**config.mk**
```make
export PLATFORM = sky130hd
export DESIGN_NAME = fixed_block_pool_allocator
export DESIGN_NICKNAME = d
export VERILOG_FILES = /design/src/hw/rtl/fbpa_pkg.sv /design/src/hw/rtl/fbpa_link_mem.sv /design/src/hw/rtl/fbpa_stats.sv /design/src/hw/rtl/fixed_block_pool_allocator.sv
export SDC_FILE = /design/constraint.sdc
export NUM_CORES = 2
export LEC_CHECK = 0
export BUFFER_PORTS_ARGS = -buffer_cell sky130_fd_sc_hd__buf_2
export CORE_ASPECT_RATIO = 0.6
export CORE_MARGIN = 2
export CORE_UTILIZATION = 46
export CTS_CLUSTER_SIZE = 12
export DETAILED_ROUTE_END_ITERATION = 10
export GPL_ROUTABILITY_DRIVEN = 0
export PLACE_DENSITY = 0.7
export SKIP_LAST_GASP = 1
export SLEW_MARGIN = 20
export SYNTH_ARGS = -nofsm -noshare
export SYNTH_HDL_FRONTEND = slang
export SYNTH_SLANG_ARGS = --single-unit
```
**constraint.sdc**
```tcl
create_clock -name clk_i -period 28.2 [get_ports clk_i]
set_clock_uncertainty 0.2 [all_clocks]
set_input_delay 2.82 -clock clk_i [delete_from_list [all_inputs] [get_ports clk_i]]
set_output_delay 2.82 -clock clk_i [all_outputs]
set_load 0.02 [all_outputs]
```
**src/hw/rtl/fbpa_pkg.sv**
```systemverilog
// ----------------------------------------------------------------------------
// fbpa_pkg: shared types and constants of the fixed block pool allocator
// Field widths, status and register codes, controller states and the
// request/response bundle of the statistics unit.
// ----------------------------------------------------------------------------
package fbpa_pkg;

  // Field and register widths
  localparam int CountW   = 9;    // block_count, free_total
  localparam int BytesW   = 16;   // block_bytes
  localparam int IndexW   = 8;    // block_index, granted_index
  localparam int UsedW    = 24;   // used_bytes
  localparam int PctW     = 7;    // free_percent
  localparam int RemW     = 16;   // free_total * 100 fits here
  localparam int CfgIdxW  = 2;
  localparam int CfgDataW = 16;

  // Stream payload widths
  localparam int InDataW  = 8;    // block_index
  localparam int InUserW  = 1;    // operation
  localparam int OutDataW = 48;   // granted, free_total, used_bytes, free_percent
  localparam int OutUserW = 2;    // status

  localparam int PercentScale = 100;

  // Configuration register indexes
  localparam logic [CfgIdxW-1:0] RegBlockCount = 2'd0;
  localparam logic [CfgIdxW-1:0] RegBlockBytes = 2'd1;

  // Request kinds
  localparam logic OpAlloc = 1'b0;
  localparam logic OpFree  = 1'b1;

  typedef enum logic [1:0] {
    STATUS_OK     = 2'd0,
    STATUS_EMPTY  = 2'd1,
    STATUS_RANGE  = 2'd2,
    STATUS_DOUBLE = 2'd3
  } status_e;

  typedef enum logic [2:0] {
    ST_IDLE = 3'b001,
    ST_EXEC = 3'b010,
    ST_WAIT = 3'b100
  } state_e;

  typedef struct packed {
    logic              start;
    logic [CountW-1:0] count;
    logic [CountW-1:0] tally;
    logic [BytesW-1:0] bytes;
  } stats_req_t;

  typedef struct packed {
    logic             done;
    logic [UsedW-1:0] used;
    logic [PctW-1:0]  pct;
  } stats_rsp_t;

endpackage

```
**src/hw/rtl/fbpa_link_mem.sv**
```systemverilog
// ----------------------------------------------------------------------------
// fbpa_link_mem: link and free-flag memory
// One write port and one read port, read data registered.
// ----------------------------------------------------------------------------
module fbpa_link_mem #(
  parameter int DEPTH = 256,
  parameter int AW    = 8,
  parameter int DW    = 10
) (
  input  logic          clk_i,
  input  logic          rd_en_i,
  input  logic [AW-1:0] rd_addr_i,
  output logic [DW-1:0] rd_data_o,
  input  logic          wr_en_i,
  input  logic [AW-1:0] wr_addr_i,
  input  logic [DW-1:0] wr_data_i
);

  logic [DW-1:0] mem_q [DEPTH];
  logic [DW-1:0] rd_data_q;

  always_ff @(posedge clk_i) begin
    if (wr_en_i) begin
      mem_q[wr_addr_i] <= wr_data_i;
    end
  end

  always_ff @(posedge clk_i) begin
    if (rd_en_i) begin
      rd_data_q <= mem_q[rd_addr_i];
    end
  end

  assign rd_data_o = rd_data_q;

endmodule

```
**src/hw/rtl/fbpa_stats.sv**
```systemverilog
// ----------------------------------------------------------------------------
// fbpa_stats: usage statistics
// Multiply used blocks by block size, then divide free_total * 100 by the
// block count with a restoring divider, one quotient bit per cycle.
// ----------------------------------------------------------------------------
module fbpa_stats (
  input  logic                clk_i,
  input  logic                rst_ni,
  input  fbpa_pkg::stats_req_t req_i,
  output fbpa_pkg::stats_rsp_t rsp_o
);

  localparam int StepW = $clog2(fbpa_pkg::PctW);

  logic                          busy_q;
  logic                          done_q;
  logic [StepW-1:0]              step_q;
  logic [fbpa_pkg::UsedW-1:0]    used_q;
  logic [fbpa_pkg::RemW-1:0]     rem_q;
  logic [fbpa_pkg::CountW-1:0]   div_q;
  logic [fbpa_pkg::PctW-1:0]     quo_q;
  logic [fbpa_pkg::CountW-1:0]   used_blocks;
  logic [fbpa_pkg::RemW-1:0]     div_shifted;

  assign used_blocks = req_i.count - req_i.tally;
  assign div_shifted = fbpa_pkg::RemW'(div_q) << step_q;

  always_ff @(posedge clk_i or negedge rst_ni) begin
    if (!rst_ni) begin
      busy_q <= 1'b0;
      done_q <= 1'b0;
      step_q <= '0;
    end else if (req_i.start) begin
      busy_q <= 1'b1;
      done_q <= 1'b0;
      step_q <= StepW'(fbpa_pkg::PctW - 1);
    end else if (busy_q) begin
      if (step_q == '0) begin
        busy_q <= 1'b0;
        done_q <= 1'b1;
      end else begin
        step_q <= step_q - 1'b1;
      end
    end
  end

  always_ff @(posedge clk_i) begin
    if (req_i.start) begin
      used_q <= fbpa_pkg::UsedW'(used_blocks) * fbpa_pkg::UsedW'(req_i.bytes);
      rem_q  <= fbpa_pkg::RemW'(32'(req_i.tally) * fbpa_pkg::PercentScale);
      div_q  <= req_i.count;
      quo_q  <= '0;
    end else if (busy_q) begin
      if (rem_q >= div_shifted) begin
        rem_q         <= rem_q - div_shifted;
        quo_q[step_q] <= 1'b1;
      end
    end
  end

  assign rsp_o.done = done_q;
  assign rsp_o.used = used_q;
  assign rsp_o.pct  = quo_q;

endmodule

```
**src/hw/rtl/fixed_block_pool_allocator.sv**
```systemverilog
// ----------------------------------------------------------------------------
// fixed_block_pool_allocator: free-list allocator for a pool of equal blocks
//
// Requests arrive on the s_axis channel: tuser selects allocate (0) or free
// (1), tdata carries the block to free. Each request yields one result beat on
// m_axis with the status in tuser and the grant and usage figures in tdata.
// The link memory is read at the accepting edge; the EXEC state then updates
// the chain and starts the usage multiply, the bit-serial percentage divide
// follows (one quotient bit per cycle), and the WAIT state then loads the
// output register. One request is in work at a time and tready returns only
// after the load, so a new request is taken only once the last one's result
// has been loaded.
// The result register decouples the two sides: a new request is taken while
// a result still waits, and its result is held back until the receiver has
// taken the earlier beat. A stalled receiver thus stops the block after one
// request in work plus one waiting result.
// Reset (or a block_count write) makes every block free, chain ascending.
// Chain entries never touched since then are tracked by a fill mark, so no
// clearing pass over the memory is needed and requests are taken at once.
// ----------------------------------------------------------------------------
module fixed_block_pool_allocator #(
  parameter int NUM_BLOCKS = 256
) (
  input  logic                           clk_i,
  input  logic                           rst_ni,
  // Requests
  input  logic                           s_axis_tvalid,
  output logic                           s_axis_tready,
  input  logic [fbpa_pkg::InDataW-1:0]   s_axis_tdata,   // [7:0] block_index
  input  logic [fbpa_pkg::InUserW-1:0]   s_axis_tuser,   // [0] operation
  // Results
  output logic                           m_axis_tvalid,
  input  logic                           m_axis_tready,
  // [7:0] granted_index, [16:8] free_total, [40:17] used_bytes,
  // [47:41] free_percent
  output logic [fbpa_pkg::OutDataW-1:0]  m_axis_tdata,
  output logic [fbpa_pkg::OutUserW-1:0]  m_axis_tuser,   // [1:0] status
  // Configuration
  input  logic                           cfg_we_i,
  input  logic [fbpa_pkg::CfgIdxW-1:0]   cfg_idx_i,
  input  logic [fbpa_pkg::CfgDataW-1:0]  cfg_data_i
);

  localparam int IdxW  = $clog2(NUM_BLOCKS);
  localparam int HeadW = $clog2(NUM_BLOCKS + 1);
  localparam int EntW  = HeadW + 1;   // {free flag, link}
  localparam logic [fbpa_pkg::CountW-1:0] ResetCount =
    (NUM_BLOCKS < 256) ? fbpa_pkg::CountW'(NUM_BLOCKS) : fbpa_pkg::CountW'(256);

  // Controller and chain state
  fbpa_pkg::state_e              state_q, state_d;
  logic [HeadW-1:0]              head_q, head_d;
  logic [HeadW-1:0]              fill_q, fill_d;     // first never-popped block
  logic [fbpa_pkg::CountW-1:0]   tally_q, tally_d;
  logic [fbpa_pkg::CountW-1:0]   count_q;
  logic [fbpa_pkg::BytesW-1:0]   bytes_q;
  logic                          op_q;
  logic [fbpa_pkg::IndexW-1:0]   idx_q;
  fbpa_pkg::status_e             status_q, status_d;
  logic [fbpa_pkg::IndexW-1:0]   granted_q, granted_d;

  // Output register
  logic                          out_valid_q;
  logic [fbpa_pkg::OutDataW-1:0] out_data_q;
  logic [fbpa_pkg::OutUserW-1:0] out_user_q;

  // Memory ports
  logic                          rd_en;
  logic [IdxW-1:0]               rd_addr;
  logic [EntW-1:0]               rd_data;
  logic                          wr_en;
  logic [IdxW-1:0]               wr_addr;
  logic [EntW-1:0]               wr_data;

  fbpa_pkg::stats_req_t          stats_req;
  fbpa_pkg::stats_rsp_t          stats_rsp;

  logic                          in_beat;
  logic                          out_free;
  logic                          out_load;
  logic [31:0]                   in_idx_wide;
  logic [31:0]                   idx_wide;
  logic [31:0]                   head_wide;
  logic [HeadW-1:0]              rd_link;
  logic                          rd_flag;
  logic                          head_fresh;
  logic [fbpa_pkg::CountW-1:0]   cfg_count;

  assign s_axis_tready = (state_q == fbpa_pkg::ST_IDLE);
  assign in_beat       = s_axis_tvalid & s_axis_tready;
  assign out_free      = ~out_valid_q | m_axis_tready;
  assign out_load      = (state_q == fbpa_pkg::ST_WAIT) & stats_rsp.done & out_free;

  assign in_idx_wide = 32'(s_axis_tdata);
  assign idx_wide    = 32'(idx_q);
  assign head_wide   = 32'(head_q);
  assign rd_link     = rd_data[HeadW-1:0];
  assign rd_flag     = rd_data[HeadW];
  assign head_fresh  = (head_q >= fill_q);

  // Read the entry the request touches: the head on allocate, the block on free
  assign rd_en   = in_beat;
  assign rd_addr = (s_axis_tuser[0] == fbpa_pkg::OpFree) ? in_idx_wide[IdxW-1:0]
                                                         : head_q[IdxW-1:0];

  fbpa_link_mem #(
    .DEPTH (NUM_BLOCKS),
    .AW    (IdxW),
    .DW    (EntW)
  ) u_link_mem (
    .clk_i     (clk_i),
    .rd_en_i   (rd_en),
    .rd_addr_i (rd_addr),
    .rd_data_o (rd_data),
    .wr_en_i   (wr_en),
    .wr_addr_i (wr_addr),
    .wr_data_i (wr_data)
  );

  // Saturate the block count to 1..NUM_BLOCKS
  always_comb begin
    cfg_count = cfg_data_i[fbpa_pkg::CountW-1:0];
    if (cfg_count == '0) begin
      cfg_count = fbpa_pkg::CountW'(1);
    end else if (32'(cfg_count) > NUM_BLOCKS) begin
      cfg_count = fbpa_pkg::CountW'(NUM_BLOCKS);
    end
  end

  // Chain update, in the cycle after the memory read
  always_comb begin
    state_d   = state_q;
    head_d    = head_q;
    fill_d    = fill_q;
    tally_d   = tally_q;
    status_d  = status_q;
    granted_d = granted_q;
    wr_en     = 1'b0;
    wr_addr   = head_q[IdxW-1:0];
    wr_data   = rd_data;
    stats_req = '0;

    unique case (state_q)
      fbpa_pkg::ST_IDLE: begin
        if (in_beat) begin
          state_d = fbpa_pkg::ST_EXEC;
        end
      end
      fbpa_pkg::ST_EXEC: begin
        status_d  = fbpa_pkg::STATUS_OK;
        granted_d = '0;
        if (op_q == fbpa_pkg::OpAlloc) begin
          if (tally_q == '0 || head_wide >= NUM_BLOCKS) begin
            status_d = fbpa_pkg::STATUS_EMPTY;
          end else begin
            // Pop the head; an untouched block links to its successor
            granted_d = head_wide[fbpa_pkg::IndexW-1:0];
            wr_en     = 1'b1;
            wr_addr   = head_q[IdxW-1:0];
            wr_data   = {1'b0, rd_link};
            head_d    = head_fresh ? head_q + 1'b1 : rd_link;
            if (head_fresh) begin
              fill_d = fill_q + 1'b1;
            end
            tally_d = tally_q - 1'b1;
          end
        end else begin
          if (idx_wide >= 32'(count_q)) begin
            status_d = fbpa_pkg::STATUS_RANGE;
          end else if (idx_wide >= 32'(fill_q) || rd_flag) begin
            status_d = fbpa_pkg::STATUS_DOUBLE;
          end else begin
            // Push the block back as the new head
            wr_en   = 1'b1;
            wr_addr = idx_wide[IdxW-1:0];
            wr_data = {1'b1, head_q};
            head_d  = idx_wide[HeadW-1:0];
            tally_d = tally_q + 1'b1;
          end
        end
        stats_req.start = 1'b1;
        stats_req.count = count_q;
        stats_req.tally = tally_d;
        stats_req.bytes = bytes_q;
        state_d = fbpa_pkg::ST_WAIT;
      end
      fbpa_pkg::ST_WAIT: begin
        if (out_load) begin
          state_d = fbpa_pkg::ST_IDLE;
        end
      end
      default: begin
        state_d = fbpa_pkg::ST_IDLE;
      end
    endcase
  end

  fbpa_stats u_stats (
    .clk_i  (clk_i),
    .rst_ni (rst_ni),
    .req_i  (stats_req),
    .rsp_o  (stats_rsp)
  );

  // Control state and configuration
  always_ff @(posedge clk_i or negedge rst_ni) begin
    if (!rst_ni) begin
      state_q <= fbpa_pkg::ST_IDLE;
      head_q  <= '0;
      fill_q  <= '0;
      tally_q <= ResetCount;
      count_q <= ResetCount;
      bytes_q <= fbpa_pkg::BytesW'(64);
    end else begin
      state_q <= state_d;
      if (cfg_we_i && cfg_idx_i == fbpa_pkg::RegBlockCount) begin
        // Rebuild the chain: everything free, ascending order
        count_q <= cfg_count;
        tally_q <= cfg_count;
        head_q  <= '0;
        fill_q  <= '0;
      end else begin
        head_q  <= head_d;
        fill_q  <= fill_d;
        tally_q <= tally_d;
      end
      if (cfg_we_i && cfg_idx_i == fbpa_pkg::RegBlockBytes) begin
        bytes_q <= cfg_data_i;
      end
    end
  end

  // Request payload and decision
  always_ff @(posedge clk_i) begin
    if (in_beat) begin
      op_q  <= s_axis_tuser[0];
      idx_q <= s_axis_tdata;
    end
    status_q  <= status_d;
    granted_q <= granted_d;
  end

  // Result register: hold until taken, load when free
  always_ff @(posedge clk_i or negedge rst_ni) begin
    if (!rst_ni) begin
      out_valid_q <= 1'b0;
    end else if (out_load) begin
      out_valid_q <= 1'b1;
    end else if (m_axis_tready) begin
      out_valid_q <= 1'b0;
    end
  end

  always_ff @(posedge clk_i) begin
    if (out_load) begin
      out_data_q <= {stats_rsp.pct, stats_rsp.used, tally_q, granted_q};
      out_user_q <= status_q;
    end
  end

  assign m_axis_tvalid = out_valid_q;
  assign m_axis_tdata  = out_data_q;
  assign m_axis_tuser  = out_user_q;

endmodule

```
* Word level (Yosys, flattened, before mapping)
Memories as Yosys holds them, arrays and structs flattened. A register that Yosys moved wholly into a read port is not among the register bits.
Cells that the tools add are included.
** Storage, ports and cells
- Flip-flop bits (word level) :: 186
- Latch bits :: 0
- RAM bits :: 2560
- Memory bits (read-only) :: 0
- Input bits :: 32
- Output and inout port bits :: 52
- Logic and storage cells :: 142
- Memories kept :: 1
** Operators by class
- Add/subtract/negate cells :: 7
- Multipliers :: 2
- Div/mod/pow operators :: 0
- Magnitude comparators :: 8
- Equality and inequality tests :: 12
- Shift operators :: 1
- Mux-type cells :: 61
- Bitwise operators :: 6
- Reductions and logical operators :: 23
** Memories
- u_link_mem.mem_q :: words 256, bits a word 10, read ports 1, clocked after Yosys merged registers in 1, wr ports 1, RTL line fbpa_link_mem.sv:19 : logic [DW-1:0] mem_q [DEPTH];
** Operators by type and width (number)
- $mux W9 :: 20
- $mux W10 :: 5
- $mux W16 :: 3
- $mux W8 :: 5
- $mux W35 :: 1
- $add A9 B1 Y9 const B :: 3
- $mul A9 B16 Y24 :: 1
- $ge A8 B9 Y1 :: 2
- $logic_not A9 Y1 :: 2
- $mux W1 :: 17
- $ge A16 B16 Y1 :: 1
- $shl A9 B3 Y16 :: 1
- $sub A16 B16 Y16 :: 1
- $mux W3 :: 5
- $mul A9 B5 Y14 const B :: 1
- $reduce_bool A2 Y1 :: 6
- $reduce_and A2 Y1 :: 5
- $ge A9 B9 Y1 :: 1
- $ge A9 B9 Y1 const B :: 1
- $gt A9 B9 Y1 const B :: 1
- $ne A3 B2 Y1 const B :: 3
- $pmux W3 S3 :: 1
- $sub A9 B1 Y9 const B :: 1
- $sub A9 B9 Y9 :: 1
- other kinds (21) :: 32

* Longest topological paths before layout
- Depth after elaboration :: 8
- Gate-level depth with buffers :: 39

* Modules after synthesis
A second synthesis with hierarchy kept.
** Unflattened totals
- Cells, all modules :: 6226
- Area total of the unflattened synthesis :: 115076.6 um^2
** By module, submodules not included
- fbpa_link_mem :: instances 1, cells an instance 4642, area each 99354.0 um^2, seq. area each 77174.0 um^2
- fbpa_stats :: instances 1, cells an instance 1016, area each 9292.7 um^2, seq. area each 1716.6 um^2
- fixed_block_pool_allocator :: instances 1, cells an instance 568, area each 6429.9 um^2, seq. area each 3478.3 um^2

* Least setup slack after synthesis
No wires, ideal clock.
- Path type :: reg-to-reg
- From :: reg idx_q[7] in the netlist's numbering
- To :: mem u_link_mem.mem_q[0][0], data pin
- Arrival time :: 12.185 ns
- Path slack :: 13.626 ns
- Stages on the path, launching flop included :: 11
- Period minus slack after synthesis :: 14.574 ns
- Cells stage by stage :: edfxtp_1 -> ha_1 -> a22o_1 -> nor4_2 -> o21ai_1 -> a21oi_2 -> nand3_4 -> buf_6 -> buf_2 -> clkbuf_1 -> o21ai_0
** Between the ends
- Cells in the longest elaborated chain, start to end :: 6
** RTL lines
- start: declaration :: RTL line fixed_block_pool_allocator.sv:58 : logic [fbpa_pkg::IndexW-1:0] idx_q;
- start signal: assignment :: RTL line fixed_block_pool_allocator.sv:237 : idx_q <= s_axis_tdata;
- $ge A8 B9 Y1 :: RTL line fixed_block_pool_allocator.sv:170 : end else if (idx_wide >= 32'(fill_q) || rd_flag) begin
- $logic_or A1 B1 Y1 :: RTL line fixed_block_pool_allocator.sv:170
- $mux W10 :: RTL line fixed_block_pool_allocator.sv:170
- $mux W10 * :: RTL line fixed_block_pool_allocator.sv:168 : if (idx_wide >= 32'(count_q)) begin
- $mux W10 * :: RTL line fixed_block_pool_allocator.sv:152 : if (op_q == fbpa_pkg::OpAlloc) begin
- $mux W10 * :: RTL line fixed_block_pool_allocator.sv:143 : unique case (state_q)
- named net u_link_mem.wr_data_i[0] :: RTL line fbpa_link_mem.sv:16 : input logic [DW-1:0] wr_data_i
- end: declaration :: RTL line fbpa_link_mem.sv:19
Mark *: on every way through the listed nets, which the timed path passes. The rest lies on a longest branch.

* Final worst setup path
- From :: reg tally_q[1] in the netlist's numbering
- To :: reg u_stats.used_q[23] in the netlist's numbering, data pin
** Between the ends
- Cells in the longest elaborated chain, start to end :: 7
** RTL lines
- start: declaration :: RTL line fixed_block_pool_allocator.sv:54 : logic [fbpa_pkg::CountW-1:0] tally_q, tally_d;
- start signal: assignment :: RTL line fixed_block_pool_allocator.sv:211 : tally_q <= ResetCount;
- start signal: assignment :: RTL line fixed_block_pool_allocator.sv:219 : tally_q <= cfg_count;
- start signal: assignment :: RTL line fixed_block_pool_allocator.sv:225 : tally_q <= tally_d;
- $add A9 B1 Y9 / $logic_not A9 Y1 (equally long branches) :: RTL line fixed_block_pool_allocator.sv:178, fixed_block_pool_allocator.sv:153
- $mux W9 / $logic_or A1 B1 Y1 (equally long branches) :: RTL line fixed_block_pool_allocator.sv:170, fixed_block_pool_allocator.sv:153
- $mux W9, on equally long branches :: RTL line fixed_block_pool_allocator.sv:168, fixed_block_pool_allocator.sv:153
- $mux W9 * :: RTL line fixed_block_pool_allocator.sv:152
- $mux W35 * :: RTL line fixed_block_pool_allocator.sv:143
- $sub A9 B9 Y9 * :: RTL line fbpa_stats.sv:25 : assign used_blocks = req_i.count - req_i.tally;
- $mul A9 B16 Y24 * :: RTL line fbpa_stats.sv:49 : used_q <= fbpa_pkg::UsedW'(used_blocks) * fbpa_pkg::UsedW'(req_i.bytes);
- end signal: assignment :: RTL line fbpa_stats.sv:49
- end: declaration :: RTL line fbpa_stats.sv:18 : logic [fbpa_pkg::UsedW-1:0] used_q;
Every way passes the cells marked *; elsewhere a longest branch is shown, timed or not.
A chain may end at the register's enable or synchronous reset.

==> flow_results.xml <==
<?xml version="1.0" encoding="UTF-8"?>
<metrics>
  <group name="run_status">
    <metric name="outcome" unit="">complete, no violations</metric>
  </group>
  <group name="floorplan">
    <metric name="initial_core_util" unit="%">46.15</metric>
    <metric name="rows" unit="">142</metric>
    <metric name="core_area" unit="um^2">249100</metric>
    <metric name="die_height" unit="um">391.2</metric>
    <metric name="floorplan.die_area" unit="um^2">254000</metric>
    <metric name="dieWidth" unit="um">649.4</metric>
    <metric name="pin_count" unit="">84</metric>
  </group>
  <group name="clock_network">
    <metric name="cts_tree" unit="">done</metric>
    <metric name="postCtsResizedCells" unit="">0</metric>
    <metric name="postCtsHoldBufs" unit="">0</metric>
    <metric name="cts_setup_buffers" unit="">0</metric>
    <metric name="cts_max_level" unit="">5</metric>
    <metric name="cts.clk_slew.worst_paths" unit="ps">70</metric>
    <metric name="cts_inserted_buffers" unit="">275</metric>
    <metric name="clockBufferDepth" unit="">4</metric>
    <metric name="numClockSinks" unit="">2756</metric>
    <metric name="worst_skew_pair.late_latency" unit="ps">860</metric>
    <metric name="ctsRootBufferMaster" unit="">clkbuf_16</metric>
  </group>
  <group name="critical_path">
    <metric name="worstPathMaxFanout" unit="">16</metric>
    <metric name="worst_path_max_delay_cell" unit="">xor2_2</metric>
    <metric name="timing.critical_path.slowest_cell_delay" unit="ps">670</metric>
    <metric name="critPathLaunchType" unit="">flop</metric>
    <metric name="timing.reg2reg.worst_path_depth" unit="">36</metric>
    <metric name="regToRegSetupSlack" unit="ps">17870</metric>
    <metric name="path_type_of_the_worst_setup_path" unit="">flop to flop</metric>
    <metric name="crit_path_start" unit="">tally_q[1]</metric>
    <metric name="endpoint_kind" unit="">flop</metric>
    <metric name="worst-endpoint-required" unit="ps">28580</metric>
    <metric name="worst_r2r_endpoint" unit="">u_stats.used_q[23]</metric>
    <metric name="critPathCapture" unit="">u_stats.used_q[23]</metric>
    <metric name="crit-reg2reg-launch" unit="">tally_q[1]</metric>
    <metric name="worst_ep_arrival_time" unit="ps">10710</metric>
    <metric name="critical_path.most_common_cell" unit="">inv_1</metric>
  </group>
  <group name="global_routing">
    <metric name="grt_first_pass_wirelength" unit="um">431400</metric>
    <metric name="groute.usage.overall" unit="%">23.15</metric>
    <metric name="grt_start_max_net_pins" unit="">114</metric>
    <metric name="antenna_violations_before_repair" unit="">15</metric>
    <metric name="number_of_global_route_vias_before_repair" unit="">60967</metric>
    <metric name="grt_remaining_overflow" unit="">0</metric>
  </group>
  <group name="detailed_routing">
    <metric name="dr.first_iter.drc_count" unit="">9379</metric>
    <metric name="wirelength" unit="um">297200</metric>
    <metric name="drt.antenna.violating_nets" unit="">0</metric>
    <metric name="via_count" unit="">62598</metric>
    <metric name="drc_violations_left" unit="">0</metric>
    <metric name="route.detailed.wl_per_inst" unit="um">30.11</metric>
    <metric name="detail_route.vias_per_cell" unit="">6.343</metric>
    <metric name="drt_first_pass_iters" unit="">7</metric>
  </group>
  <group name="synth">
    <metric name="synth_top_family_by_area" unit="">multiplexers</metric>
    <metric name="seq_area_frac_synth" unit="%">71.66</metric>
    <metric name="synthSimpleGateAreaFrac" unit="%">5.132</metric>
    <metric name="synth_nets" unit="">6543</metric>
    <metric name="synth.area.mux_share" unit="%">12.99</metric>
    <metric name="ys_async_sr_fraction" unit="%">2.213</metric>
    <metric name="synthXorXnorAreaFrac" unit="%">0.5453</metric>
    <metric name="netlist_top_cells_area" unit="">edfxtp_1 (70%), mux4_2 (13%), fa_1 (1.8%), nand2_1 (1.4%), ha_1 (1.4%)</metric>
    <metric name="synth.avg_cell_area" unit="um^2">18.31</metric>
    <metric name="count_of_flip_flops_with_a_built_in_enable_after_synthesis" unit="">2686</metric>
    <metric name="synthesis.yosys.warnings" unit="">0</metric>
    <metric name="synth-seq-cells" unit="">2756</metric>
    <metric name="yosys.area.top_type" unit="">edfxtp_1</metric>
    <metric name="synthAdderAreaFrac" unit="%">3.215</metric>
    <metric name="ys_types" unit="">80</metric>
    <metric name="yosys_most_used_dff" unit="">edfxtp_1</metric>
    <metric name="synthesis.area" unit="um^2">115000</metric>
    <metric name="synth_cells" unit="">6278</metric>
    <metric name="synth_top_cell_area_share" unit="%">70.17</metric>
    <metric name="compound_gate_fraction_of_synth_area" unit="%">4.220</metric>
  </group>
  <group name="cells_and_area">
    <metric name="filler_cell_count" unit="">19436</metric>
    <metric name="fin_util" unit="%">51.34</metric>
    <metric name="final_layout_size_suffix_gt1_share" unit="%">22.33</metric>
    <metric name="area_growth" unit="%">11.25</metric>
    <metric name="most_frequent_standard_cell_in_the_layout_excluding_fill_and_tap_cells" unit="">edfxtp_1</metric>
    <metric name="final_nets" unit="">6757</metric>
    <metric name="leading_cell_types_in_the_layout_fill_and_taps_excluded" unit="">edfxtp_1 (2,686), mux4_2 (640), nand2_1 (436)</metric>
  </group>
  <group name="placement">
    <metric name="hpwl" unit="um">181700</metric>
    <metric name="port-buffer-count" unit="">83</metric>
  </group>
  <group name="timing">
    <metric name="min_clock_period_post_route" unit="ps">10330</metric>
    <metric name="finalHoldViolCount" unit="">0</metric>
    <metric name="grt_setup_unrepaired" unit="">no</metric>
    <metric name="final_min_period_over_clock_period" unit="%">36.64</metric>
    <metric name="upper_clock_frequency_limit" unit="MHz">96.79</metric>
    <metric name="report.final.slew_viol_count" unit="">0</metric>
    <metric name="timing.max_slew.rel_slack" unit="%">18.49</metric>
    <metric name="worst-slew-pin-transition" unit="ps">1218</metric>
    <metric name="setup_total_negative_slack" unit="ps">0</metric>
    <metric name="setup_viol" unit="">0</metric>
  </group>
  <group name="power_and_ir_drop">
    <metric name="leakagePower" unit="nW">41.27</metric>
    <metric name="vdd_drop_max" unit="mV">0.04473</metric>
    <metric name="pwr_density_cell" unit="nW/um^2">63.39</metric>
  </group>
  <group name="flow_run">
    <metric name="max-cap-violations" unit="">0</metric>
  </group>
  <group name="worst_hold_path">
    <metric name="hold_class" unit="">flop to flop</metric>
  </group>
</metrics>
-- flip-flops by register name, indices dropped and copies added, names as in the netlist, 10 cells and up --
signal                flops
u_stats.used_q           24
u_stats.rem_q            16
u_link_mem.mem_q       2560
m_axis_tdata             48
bytes_q                  16
u_link_mem.rd_data_o     10
-- worst min path at each step --
stage	from	to	slack (ps)	depth (start not counted)
finish	u_stats.used_q[4]	m_axis_tdata[21]	220	0
global route	u_stats.used_q[2]	m_axis_tdata[19]	220	0
CTS	u_stats.used_q[2]	m_axis_tdata[19]	220	0
detailed placement	u_stats.used_q[2]	m_axis_tdata[19]	210	0
global placement	status_q[1]	m_axis_tuser[1]	200	0
floorplan	granted_q[0]	m_axis_tdata[0]	200	0
-- where the power goes --
part	switching (mW)	internal, mW	total [mW]
Clock	1.46	1.87	3.33
Sequential	0.00910	4.43	4.44
Combinational	0.201	0.134	0.335
-- per-layer routing --
layer	part of all wire (%)	vias to the layer above	track usage (%)	routed length [um]
met5	0.0094	-	0	28
met4	2.0	4	5.034	5800
met3	14	414	7.842	42850
met2	42	4031	31.47	123600
met1	42	32818	35.94	124900
li1	-	25331	-	-
-- area by class of cell --
cell class | count | area [um^2] | share of cell area (%)
flip-flops and latches | 2756 | 82370 | 64.41
multi-input cells | 2954 | 30630 | 23.95
clock buffers | 319 | 7353 | 5.750
well taps | 3312 | 4144 | 3.241
repair buffers | 320 | 2427 | 1.898
inverters | 185 | 696.9 | 0.5450
clock inverters | 18 | 249.0 | 0.1947
diodes | 5 | 12.51 | 0.009784
-- worst max-delay path, delay by kind of cell, from the launching register on --
kind                     cells  cell delay, ps
AO/OA/AOI/OAI               12            3400
adder cells (fa/ha/maj)      7            2590
AND/OR/NAND/NOR              9            1880
XOR/XNOR                     3            1210
flip-flops                   1             460
buffers and inverters        5             350
-- Yosys cell counts, drive strengths merged (9+ instances only) --
master and instances:
a21oi 112, o311ai 10, xor2 21, ha 129
mux2 23, nor2b 9, edfxtp 2686, a31oi 95
o21a 16, xnor2 48, or2 50, o21ai 65
clkbuf 207, nand3 30, inv 182, a211oi 210
and2 168, dfrtp 57, nand2 440, nand4 9
a311oi 80, nor4 32, dfxtp 9, mux4 640
nor2 329, nor3 137, nand2b 39, buf 176
a32oi 12, fa 104, mux2i 25, a211o 12
a21o 20
-- cell families after synthesis --
logic type               after synthesis
AO/OA/AOI/OAI                        690
XOR/XNOR                              70
adder cells (fa/ha/maj)              233
buffers and inverters                568
flip-flops                          2756
multiplexers                         688
AND/OR/NAND/NOR                     1273
-- per-stage QoR --
stage / instances / hold slack, ps / setup slack (ps) / total power [mW] / cell area (um^2)
2_1_floorplan: 6278 / 200.3 / 13630 / 4.753 / 115000
3_3_place_gp: 9520 / 203.1 / 17970 / 4.856 / 119900
3_5_place_dp: 9522 / 206.3 / 17740 / 4.859 / 120000
4_1_cts: 9859 / 220.7 / 17720 / 8.133 / 127600
5_1_grt: 9864 / 222.9 / 17290 / 8.307 / 127900
6_report: 9869 / 219.1 / 17870 / 8.106 / 127900
Note: power is estimated with default switching activity, not from simulation.
